`src/rtl/cdda_pkg.sv`:
```
// types, constants and calendar helpers for the date day adder
package cdda_pkg;

   localparam int DayBits   = 5;
   localparam int MonthBits = 4;
   localparam int YearBits  = 14;
   localparam int ActBits   = 2;
   localparam int CountBits = 16;
   localparam int ModBits   = 9;

   localparam logic [YearBits-1:0]  MaxYear     = 14'd9999;
   localparam logic [YearBits-1:0]  BaseYear    = 14'd1900;
   localparam logic [ModBits-1:0]   BaseYearMod = 9'd300;
   localparam logic [YearBits-1:0]  Cycle400    = 14'd400;
   localparam logic [ModBits-1:0]   LastMod     = 9'd399;
   localparam logic [MonthBits-1:0] MonthJan    = 4'd1;
   localparam logic [MonthBits-1:0] MonthFeb    = 4'd2;
   localparam logic [MonthBits-1:0] MonthDec    = 4'd12;
   localparam logic [DayBits-1:0]   DayFirst    = 5'd1;

   typedef enum logic [ActBits-1:0] {
      ACT_LOAD = 2'd0,
      ACT_ADD  = 2'd1,
      ACT_SUB  = 2'd2,
      ACT_NONE = 2'd3
   } action_type;

   // leap test from year mod 400
   function automatic logic is_leap(input logic [ModBits-1:0] m400);
      is_leap = (m400[1:0] == 2'd0) && (m400 != 9'd100) && (m400 != 9'd200)
                && (m400 != 9'd300);
   endfunction

   // days in month, zero for a month code outside 1 to 12
   function automatic logic [DayBits-1:0] month_len(input logic [MonthBits-1:0] m,
                                                   input logic leap);
      case (m)
         4'd1, 4'd3, 4'd5, 4'd7, 4'd8, 4'd10, 4'd12: month_len = 5'd31;
         4'd4, 4'd6, 4'd9, 4'd11:                   month_len = 5'd30;
         4'd2:                                      month_len = leap ? 5'd29 : 5'd28;
         default:                                   month_len = 5'd0;
      endcase
   endfunction

endpackage

```
`src/rtl/cdda_if.sv`:
```
// request and response channel interfaces of the date day adder
interface cdda_req_if;
   import cdda_pkg::*;
   logic                 valid;
   logic                 ready;
   logic [ActBits-1:0]   action;
   logic [DayBits-1:0]   load_day;
   logic [MonthBits-1:0] load_month;
   logic [YearBits-1:0]  load_year;
   logic [CountBits-1:0] day_count;
   modport source (output valid, action, load_day, load_month, load_year, day_count,
                   input ready);
   modport sink   (input valid, action, load_day, load_month, load_year, day_count,
                   output ready);
endinterface

interface cdda_rsp_if;
   import cdda_pkg::*;
   logic                 valid;
   logic                 ready;
   logic [DayBits-1:0]   out_day;
   logic [MonthBits-1:0] out_month;
   logic [YearBits-1:0]  out_year;
   logic                 error;
   modport source (output valid, out_day, out_month, out_year, error, input ready);
   modport sink   (input valid, out_day, out_month, out_year, error, output ready);
endinterface

```
`src/rtl/calendar_date_day_adder_unit.sv`:
```
// gregorian date register with load, add days and subtract days
//
// req_chan takes one item: an action (load, add, subtract) with a load date
// and a day count. rsp_chan returns one item per request: the date after the
// step and an error flag. A rejected load or a year leaving 0 to 9999 keeps
// the old date and flags error.
// One item at a time: req_chan.ready is high only while the sequencer idles.
// Add and subtract walk one month per cycle through a single month-length
// subtract/compare unit. A load first reduces the year mod 400 by repeated
// subtraction of 400 for the leap test.
// A new item may be accepted while a response waits; if that item finishes
// before the response is taken, the sequencer holds until rsp_chan.ready.
// Synchronous reset sets the date to 1/1/1900 and drops rsp_chan.valid.
module calendar_date_day_adder_unit #(
   parameter int COUNT_BITS = 16
) (
   input logic       clock,
   input logic       reset,
   cdda_req_if.sink   req_chan,
   cdda_rsp_if.source rsp_chan
);
   import cdda_pkg::*;

   localparam int UseBits = (COUNT_BITS < CountBits) ? COUNT_BITS : CountBits;
   localparam int DW      = UseBits + 7;

   typedef enum logic [3:0] {
      ST_IDLE = 4'b0001,
      ST_LOAD = 4'b0010,
      ST_WALK = 4'b0100,
      ST_DONE = 4'b1000
   } state_type;

   state_type              state_ff, state_in;
   action_type             act_ff, act_in;
   logic signed [DW-1:0]   wd_ff, wd_in;
   logic [MonthBits-1:0]   wm_ff, wm_in;
   logic [YearBits-1:0]    wy_ff, wy_in;
   logic [ModBits-1:0]     wm400_ff, wm400_in;
   logic [YearBits-1:0]    wrem_ff, wrem_in;
   logic [DayBits-1:0]     ld_day_ff, ld_day_in;
   logic                   werr_ff, werr_in;
   logic [DayBits-1:0]     cur_day_ff, cur_day_in;
   logic [MonthBits-1:0]   cur_month_ff, cur_month_in;
   logic [YearBits-1:0]    cur_year_ff, cur_year_in;
   logic [ModBits-1:0]     cur_m400_ff, cur_m400_in;
   logic                   rsp_valid_ff, rsp_valid_in;
   logic [DayBits-1:0]     rsp_day_ff, rsp_day_in;
   logic [MonthBits-1:0]   rsp_month_ff, rsp_month_in;
   logic [YearBits-1:0]    rsp_year_ff, rsp_year_in;
   logic                   rsp_err_ff, rsp_err_in;

   logic [UseBits-1:0]     cnt;
   logic signed [DW-1:0]   cur_day_s, cnt_s;
   logic [DayBits-1:0]     len_cur, len_prev, len_load;
   logic signed [DW-1:0]   len_cur_s, len_prev_s;
   logic                   wrap_dn;
   logic [MonthBits-1:0]   prev_m;
   logic [ModBits-1:0]     prev_m400, dec_m400, inc_m400;
   logic                   load_bad;

   assign cnt       = req_chan.day_count[UseBits-1:0];
   assign cur_day_s = signed'(DW'(cur_day_ff));
   assign cnt_s     = signed'(DW'(cnt));

   // shared month-length unit
   assign inc_m400   = (wm400_ff == LastMod) ? '0 : wm400_ff + 9'd1;
   assign dec_m400   = (wm400_ff == '0) ? LastMod : wm400_ff - 9'd1;
   assign wrap_dn    = (wm_ff <= MonthJan);
   assign prev_m     = wrap_dn ? MonthDec : wm_ff - 4'd1;
   assign prev_m400  = wrap_dn ? dec_m400 : wm400_ff;
   assign len_cur    = month_len(wm_ff, is_leap(wm400_ff));
   assign len_prev   = month_len(prev_m, is_leap(prev_m400));
   assign len_cur_s  = signed'(DW'(len_cur));
   assign len_prev_s = signed'(DW'(len_prev));
   assign len_load   = month_len(wm_ff, is_leap(wrem_ff[ModBits-1:0]));
   assign load_bad   = (wy_ff > MaxYear) || (len_load == '0) || (ld_day_ff == '0)
                       || (ld_day_ff > len_load);

   always_comb begin
      state_in     = state_ff;
      act_in       = act_ff;
      wd_in        = wd_ff;
      wm_in        = wm_ff;
      wy_in        = wy_ff;
      wm400_in     = wm400_ff;
      wrem_in      = wrem_ff;
      ld_day_in    = ld_day_ff;
      werr_in      = werr_ff;
      cur_day_in   = cur_day_ff;
      cur_month_in = cur_month_ff;
      cur_year_in  = cur_year_ff;
      cur_m400_in  = cur_m400_ff;
      rsp_valid_in = rsp_chan.ready ? 1'b0 : rsp_valid_ff;
      rsp_day_in   = rsp_day_ff;
      rsp_month_in = rsp_month_ff;
      rsp_year_in  = rsp_year_ff;
      rsp_err_in   = rsp_err_ff;
      case (state_ff)
         ST_IDLE: begin
            if (req_chan.valid) begin
               act_in    = action_type'(req_chan.action);
               ld_day_in = req_chan.load_day;
               werr_in   = 1'b0;
               wm400_in  = cur_m400_ff;
               case (action_type'(req_chan.action))
                  ACT_LOAD: begin
                     wm_in    = req_chan.load_month;
                     wy_in    = req_chan.load_year;
                     wrem_in  = req_chan.load_year;
                     state_in = ST_LOAD;
                  end
                  ACT_ADD: begin
                     wd_in    = cur_day_s + cnt_s;
                     wm_in    = cur_month_ff;
                     wy_in    = cur_year_ff;
                     state_in = ST_WALK;
                  end
                  ACT_SUB: begin
                     wd_in    = cur_day_s - cnt_s;
                     wm_in    = cur_month_ff;
                     wy_in    = cur_year_ff;
                     state_in = ST_WALK;
                  end
                  default: begin
                     werr_in  = 1'b1;
                     state_in = ST_DONE;
                  end
               endcase
            end
         end
         ST_LOAD: begin
            if (wrem_ff >= Cycle400) begin
               wrem_in = wrem_ff - Cycle400;
            end else begin
               werr_in  = load_bad;
               state_in = ST_DONE;
               if (!load_bad) begin
                  cur_day_in   = ld_day_ff;
                  cur_month_in = wm_ff;
                  cur_year_in  = wy_ff;
                  cur_m400_in  = wrem_ff[ModBits-1:0];
               end
            end
         end
         ST_WALK: begin
            if (act_ff == ACT_ADD && wd_ff > len_cur_s) begin
               wd_in = wd_ff - len_cur_s;
               if (wm_ff == MonthDec) begin
                  wm_in = MonthJan;
                  if (wy_ff == MaxYear) begin
                     werr_in  = 1'b1;
                     state_in = ST_DONE;
                  end else begin
                     wy_in    = wy_ff + 14'd1;
                     wm400_in = inc_m400;
                  end
               end else begin
                  wm_in = wm_ff + 4'd1;
               end
            end else if (act_ff == ACT_SUB && wd_ff < signed'(DW'(1))) begin
               if (wrap_dn && wy_ff == '0) begin
                  werr_in  = 1'b1;
                  state_in = ST_DONE;
               end else begin
                  wm_in    = prev_m;
                  wm400_in = prev_m400;
                  wd_in    = wd_ff + len_prev_s;
                  if (wrap_dn) begin
                     wy_in = wy_ff - 14'd1;
                  end
               end
            end else begin
               state_in     = ST_DONE;
               cur_day_in   = wd_ff[DayBits-1:0];
               cur_month_in = wm_ff;
               cur_year_in  = wy_ff;
               cur_m400_in  = wm400_ff;
            end
         end
         ST_DONE: begin
            if (!rsp_valid_ff || rsp_chan.ready) begin
               rsp_valid_in = 1'b1;
               rsp_day_in   = cur_day_ff;
               rsp_month_in = cur_month_ff;
               rsp_year_in  = cur_year_ff;
               rsp_err_in   = werr_ff;
               state_in     = ST_IDLE;
            end
         end
         default: begin
            state_in = ST_IDLE;
         end
      endcase
   end

   always_ff @(posedge clock) begin
      if (reset) begin
         state_ff     <= ST_IDLE;
         cur_day_ff   <= DayFirst;
         cur_month_ff <= MonthJan;
         cur_year_ff  <= BaseYear;
         cur_m400_ff  <= BaseYearMod;
         rsp_valid_ff <= 1'b0;
      end else begin
         state_ff     <= state_in;
         cur_day_ff   <= cur_day_in;
         cur_month_ff <= cur_month_in;
         cur_year_ff  <= cur_year_in;
         cur_m400_ff  <= cur_m400_in;
         rsp_valid_ff <= rsp_valid_in;
      end
   end

   always_ff @(posedge clock) begin
      act_ff       <= act_in;
      wd_ff        <= wd_in;
      wm_ff        <= wm_in;
      wy_ff        <= wy_in;
      wm400_ff     <= wm400_in;
      wrem_ff      <= wrem_in;
      ld_day_ff    <= ld_day_in;
      werr_ff      <= werr_in;
      rsp_day_ff   <= rsp_day_in;
      rsp_month_ff <= rsp_month_in;
      rsp_year_ff  <= rsp_year_in;
      rsp_err_ff   <= rsp_err_in;
   end

   assign req_chan.ready     = (state_ff == ST_IDLE);
   assign rsp_chan.valid     = rsp_valid_ff;
   assign rsp_chan.out_day   = rsp_day_ff;
   assign rsp_chan.out_month = rsp_month_ff;
   assign rsp_chan.out_year  = rsp_year_ff;
   assign rsp_chan.error     = rsp_err_ff;

endmodule

```
`src/flat_wrapper.sv`:
```
// flat-port wrapper written by rule: the top's interface ports become plain ports
module calendar_date_day_adder_unit_flat import cdda_pkg::*;
#(
   parameter int COUNT_BITS = 16
)
  (clock, reset, req_chan_valid, req_chan_action, req_chan_load_day, req_chan_load_month, req_chan_load_year, req_chan_day_count, req_chan_ready, rsp_chan_valid, rsp_chan_out_day, rsp_chan_out_month, rsp_chan_out_year, rsp_chan_error, rsp_chan_ready);
  cdda_req_if req_chan_i ();
  cdda_rsp_if rsp_chan_i ();
  input logic clock;
  input logic reset;
  input wire logic [$bits(req_chan_i.valid)-1:0] req_chan_valid;
  input wire logic [$bits(req_chan_i.action)-1:0] req_chan_action;
  input wire logic [$bits(req_chan_i.load_day)-1:0] req_chan_load_day;
  input wire logic [$bits(req_chan_i.load_month)-1:0] req_chan_load_month;
  input wire logic [$bits(req_chan_i.load_year)-1:0] req_chan_load_year;
  input wire logic [$bits(req_chan_i.day_count)-1:0] req_chan_day_count;
  output wire logic [$bits(req_chan_i.ready)-1:0] req_chan_ready;
  output wire logic [$bits(rsp_chan_i.valid)-1:0] rsp_chan_valid;
  output wire logic [$bits(rsp_chan_i.out_day)-1:0] rsp_chan_out_day;
  output wire logic [$bits(rsp_chan_i.out_month)-1:0] rsp_chan_out_month;
  output wire logic [$bits(rsp_chan_i.out_year)-1:0] rsp_chan_out_year;
  output wire logic [$bits(rsp_chan_i.error)-1:0] rsp_chan_error;
  input wire logic [$bits(rsp_chan_i.ready)-1:0] rsp_chan_ready;
  assign req_chan_i.valid = req_chan_valid;
  assign req_chan_i.action = req_chan_action;
  assign req_chan_i.load_day = req_chan_load_day;
  assign req_chan_i.load_month = req_chan_load_month;
  assign req_chan_i.load_year = req_chan_load_year;
  assign req_chan_i.day_count = req_chan_day_count;
  assign req_chan_ready = req_chan_i.ready;
  assign rsp_chan_valid = rsp_chan_i.valid;
  assign rsp_chan_out_day = rsp_chan_i.out_day;
  assign rsp_chan_out_month = rsp_chan_i.out_month;
  assign rsp_chan_out_year = rsp_chan_i.out_year;
  assign rsp_chan_error = rsp_chan_i.error;
  assign rsp_chan_i.ready = rsp_chan_ready;
  calendar_date_day_adder_unit #(.COUNT_BITS(COUNT_BITS)) u_core (.clock(clock), .reset(reset), .req_chan(req_chan_i), .rsp_chan(rsp_chan_i));
endmodule
```
`config.mk`:
```
export PLATFORM = sky130hd
export DESIGN_NAME = calendar_date_day_adder_unit_flat
export DESIGN_NICKNAME = d
export VERILOG_FILES = /design/src/rtl/cdda_pkg.sv /design/src/rtl/cdda_if.sv /design/src/rtl/calendar_date_day_adder_unit.sv /design/src/flat_wrapper.sv
export SDC_FILE = /design/constraint.sdc
export NUM_CORES = 1
export LEC_CHECK = 0
export ABC_CLOCK_PERIOD_IN_PS = 11400
export BUFFER_PORTS_ARGS = -buffer_cell sky130_fd_sc_hd__buf_2
export CAP_MARGIN = 0
export CORE_MARGIN = 2
export CORE_UTILIZATION = 35
export CTS_CLUSTER_SIZE = 28
export DETAILED_ROUTE_END_ITERATION = 6
export GPL_TIMING_DRIVEN = 0
export PLACE_DENSITY = 0.51
export SETUP_SLACK_MARGIN = 0.4
export SKIP_CTS_REPAIR_TIMING = 1
export SYNTH_ARGS = -nofsm -noshare
export SYNTH_HDL_FRONTEND = slang
export SYNTH_SLANG_ARGS = --single-unit
```
`constraint.sdc`:
```
create_clock -name clock -period 11.4 [get_ports clock]
set_clock_uncertainty 0.2 [all_clocks]
set_input_delay 1.71 -clock clock [delete_from_list [all_inputs] [get_ports clock]]
set_output_delay 1.71 -clock clock [all_outputs]
set_load 0.01 [all_outputs]
```
==> impl_metrics.toml <==
[drt]
postRouteWirelength_um = 30900
drcViolationCount = 0
drtPass1Iterations = 5
ant_nets = 0
drt-wirelength-per-cell_um = 20.8
routed-via-count = 8372
avgViaCountPerCell = 5.63
detailedRoute.firstIterationViolations = 610

[global_routing]
grt_pass1_vias = 7925
global_route_wire_length_before_repair_um = 47600
grt.overflow.total = 0
track_usage_pct = 22.0
pin_count_of_the_biggest_net_entering_global_routing = 25
antenna_found_initial = 0

[pwr]
power_mw = 2.07
cellLeakagePower_nw = 4.12
ir_worst_vdd_uv = 90.8
powerDensity_nw_per_um2 = 190

[yosys]
synth_xor_xnor_area_share_pct = 5.26
synth.cell_area_um2 = 9490
syn_nets = 1145
synth_enable_flop_cells = 96
synth_top_family_by_area = "simple AND/OR/NAND/NOR gates"
synth-async-reset-ratio_pct = 0
synth_top_area_share_pct = 30.4
synth.area.top_cells = "edfxtp_1, dfxtp_1, ha_1"
share_of_the_yosys_chip_area_belonging_to_registers_pct = 38.2
yosys-mux-area-fraction_pct = 4.59
netlist_instances = 1045
yosys_most_used_dff = "edfxtp_1"
netlist-cell-type-count = 72
yosys.area.top_type = "edfxtp_1"
flip_flop_and_latch_count_after_synthesis = 133
synth_fa_ha_area_share_pct = 7.65
synth_compound_gate_area_share_pct = 19.6
synth-warning-count = 0
post_synth_and_or_nand_nor_area_fraction_pct = 19.8
syn-mean-instance-area_um2 = 9.08

[sta]
finalSetupViolCount = 0
timing.max_slew.rel_slack_pct = 23.4
final.period_utilization_pct = 59.1
maximum_clock_frequency_mhz = 148
tightest_slew_ps = 1130
fin_setup_tns_ps = 0
hold_viol = 0
slew_violations = 0
final_period_minus_worst_setup_slack_ps = 6740
rsz0062_at_grt = "false"

[setup_path]
worstSetupEndpointType = "flop"
worst_ep_required_time_ps = 11360
worstPathCellList = "inv_1 -> ha_1 -> clkbuf_1 -> o21ai_0 -> a22o_1 -> ha_1 -> nor2b_1 -> o31a_1 -> o31ai_2 -> a21o_1 -> buf_6 -> buf_2 -> buf_2 -> ha_1 -> nor2b_1 -> o21ai_0 -> a21oi_1 -> o41ai_1 -> o21ai_0 -> xnor2_1 -> a21oi_1"
worstPathMaxFanout = 21
cp_data_arrival_time_ps = 6700
crit_slowest_cell = "edfxtp_1"
crit_path_kind = "flop to flop"
critical_path.max_stage_delay_ps = 550
critPathLaunchType = "flop"

[die]
floorplan.die_area_um2 = 28400
die_height_um = 169
core_area_um2 = 26800
io-pin-count = 71
horizontal_die_dimension_um = 169
num_rows = 60
start_util_pct = 35.4

[placement]
hpwl_after_detailed_placement_um = 23000
gp_congestion = 0.902
buffer_ports.inserted = 67

[cts]
cts-htree-levels = 4
cts.reportedPaths.clkPinSlew_ps = 80
clockRootBuffer = "clkbuf_16"
cts_max_path_buffers = 2
tritoncts = "yes"
clock_insertion_delay_worst_skew_ps = 440
cts_inserted_buffers = 17
clock_sinks = 133

[worst_hold_path]
worst_hold_path_type = "flop to flop"

[final_layout]
n_antenna_cell = 0
num-fill-cells = 2684
final_layout_size_suffix_gt1_share_pct = 13.4
design.final.nets = 1233
area_delta_synth_final_pct = 14.7
final_core_util_pct = 40.6

[job]
cap_violations = 0

[outcome]
status = "completed"
==> layout make-up <==
class                   instances  area (um2)  area share, %
inverters                      54         205           1.89
plain buffers                  54         258           2.37
flip-flops and latches        133        3620           33.3
well taps                     341         427           3.92
clock buffers                  17         425           3.91
clock inverters                15         170           1.56
multi-input cells             804        5420           49.8
repair buffers                 69         358           3.29
==> where the power goes <==
part	internal (mW)	leakage (nW)	switching [mW]
Sequential	0.605	1.19	0.0734
Combinational	0.308	2.64	0.516
Clock	0.297	0.291	0.269
Total	1.21	4.12	0.859
==> layout by cell type (no fill, tap or decap), types with 7 or more instances in the layout <==
| cell | synthesis | layout |
|---|---|---|
| nand2b_1 | 9 | 9 |
| buf_6 | 6 | 8 |
| nand2_1 | 98 | 98 |
| clkbuf_1 | 40 | 40 |
| and2_1 | 11 | 11 |
| a211oi_1 | 15 | 15 |
| inv_8 | 0 | 7 |
| o211ai_1 | 7 | 7 |
| o21a_1 | 8 | 8 |
| inv_1 | 53 | 53 |
| a2111oi_0 | 8 | 8 |
| dfxtp_1 | 37 | 37 |
| nor2b_1 | 19 | 18 |
| or4_1 | 8 | 8 |
| o21ai_0 | 82 | 81 |
| or2_2 | 8 | 8 |
| a211o_1 | 14 | 14 |
| xor2_1 | 15 | 15 |
| nand4_1 | 14 | 14 |
| edfxtp_1 | 96 | 96 |
| nor4_1 | 11 | 11 |
| ha_1 | 50 | 50 |
| nor2_1 | 93 | 93 |
| buf_2 | 5 | 72 |
| a21oi_1 | 55 | 55 |
| nand3b_1 | 7 | 7 |
| a21o_1 | 7 | 7 |
| xnor2_1 | 42 | 42 |
| nor3_1 | 30 | 29 |
| clkbuf_16 | 0 | 17 |
| or3_1 | 9 | 9 |
| and3_1 | 12 | 12 |
| a311oi_2 | 9 | 9 |
| mux2i_1 | 39 | 39 |
| nand3_1 | 30 | 30 |
| o21bai_1 | 11 | 11 |
==> cell usage after synthesis, types with 11 or more instances <==
cell / n
nand2_1: 98
edfxtp_1: 96
nor2_1: 93
o21ai_0: 82
a21oi_1: 55
inv_1: 53
ha_1: 50
xnor2_1: 42
clkbuf_1: 40
mux2i_1: 39
dfxtp_1: 37
nand3_1: 30
nor3_1: 30
nor2b_1: 19
a211oi_1: 15
xor2_1: 15
a211o_1: 14
nand4_1: 14
and3_1: 12
and2_1: 11
nor4_1: 11
o21bai_1: 11
==> critical path: cells and delay by family, from the launching register on <==
family | cells | cell delay [ps]
xor gates and xnor gates | 1 | 180
DFF | 1 | 550
buffers and inverters | 5 | 1530
adders and majority gates | 3 | 930
AOI/OAI and AO/OA | 10 | 2740
and+or+nand+nor | 2 | 300
==> stage by stage <==
stage / setup slack, ps / hold WS [ps] / instances / area (um2)
floorplan: 6140 / 200 / 1045 / 9490
detailed placement: 4850 / 248 / 1455 / 10300
CTS: 4770 / 268 / 1487 / 10900
global route: 4220 / 292 / 1487 / 10900
finish: 4660 / 271 / 1487 / 10900
global placement: 4030 / 250 / 1453 / 10200
==> registers in the layout (all words and copies together) (netlist names), 9 cells and up <==
name and count:
u_core.cur_m400_ff 9, u_core.wrem_ff 14, u_core.rsp_chan.out_year 14, u_core.cur_year_ff 14, u_core.wd_ff 23, u_core.wm400_ff 9
u_core.wy_ff 14
==> final timing paths <==
path | start | depth (start not counted) | end | slack, ps
worst max-delay path | u_core.wm_ff[0] | 21 | u_core.wy_ff[12] | 4660
worst min-delay path | u_core.cur_year_ff[4] | 0 | u_core.rsp_chan.out_year[4] | 270
worst max register to register | u_core.wm_ff[0] | 21 | u_core.wy_ff[12] | 4660
worst min register to register | u_core.cur_year_ff[4] | 0 | u_core.rsp_chan.out_year[4] | 270
==> cell families (layout without fill, tap and decap cells) <==
group,count (synthesis),after routing
AND/OR/NAND/NOR,376,376
AO/OA/AOI/OAI,273,273
adder cells (fa/ha/maj),55,55
flip-flops,133,133
multiplexers,43,43
XOR/XNOR,57,57
buffers and inverters,108,209
==> metal layers <==
layer	GRT usage [%]	up-vias	wire, um
li1	-	4045	-
met1	31.5	4028	15100
met2	33.9	253	13600
met3	3.44	46	1550
met4	7.23	0	660
met5	0	-	0
Note: power is estimated with default switching activity, not from simulation.
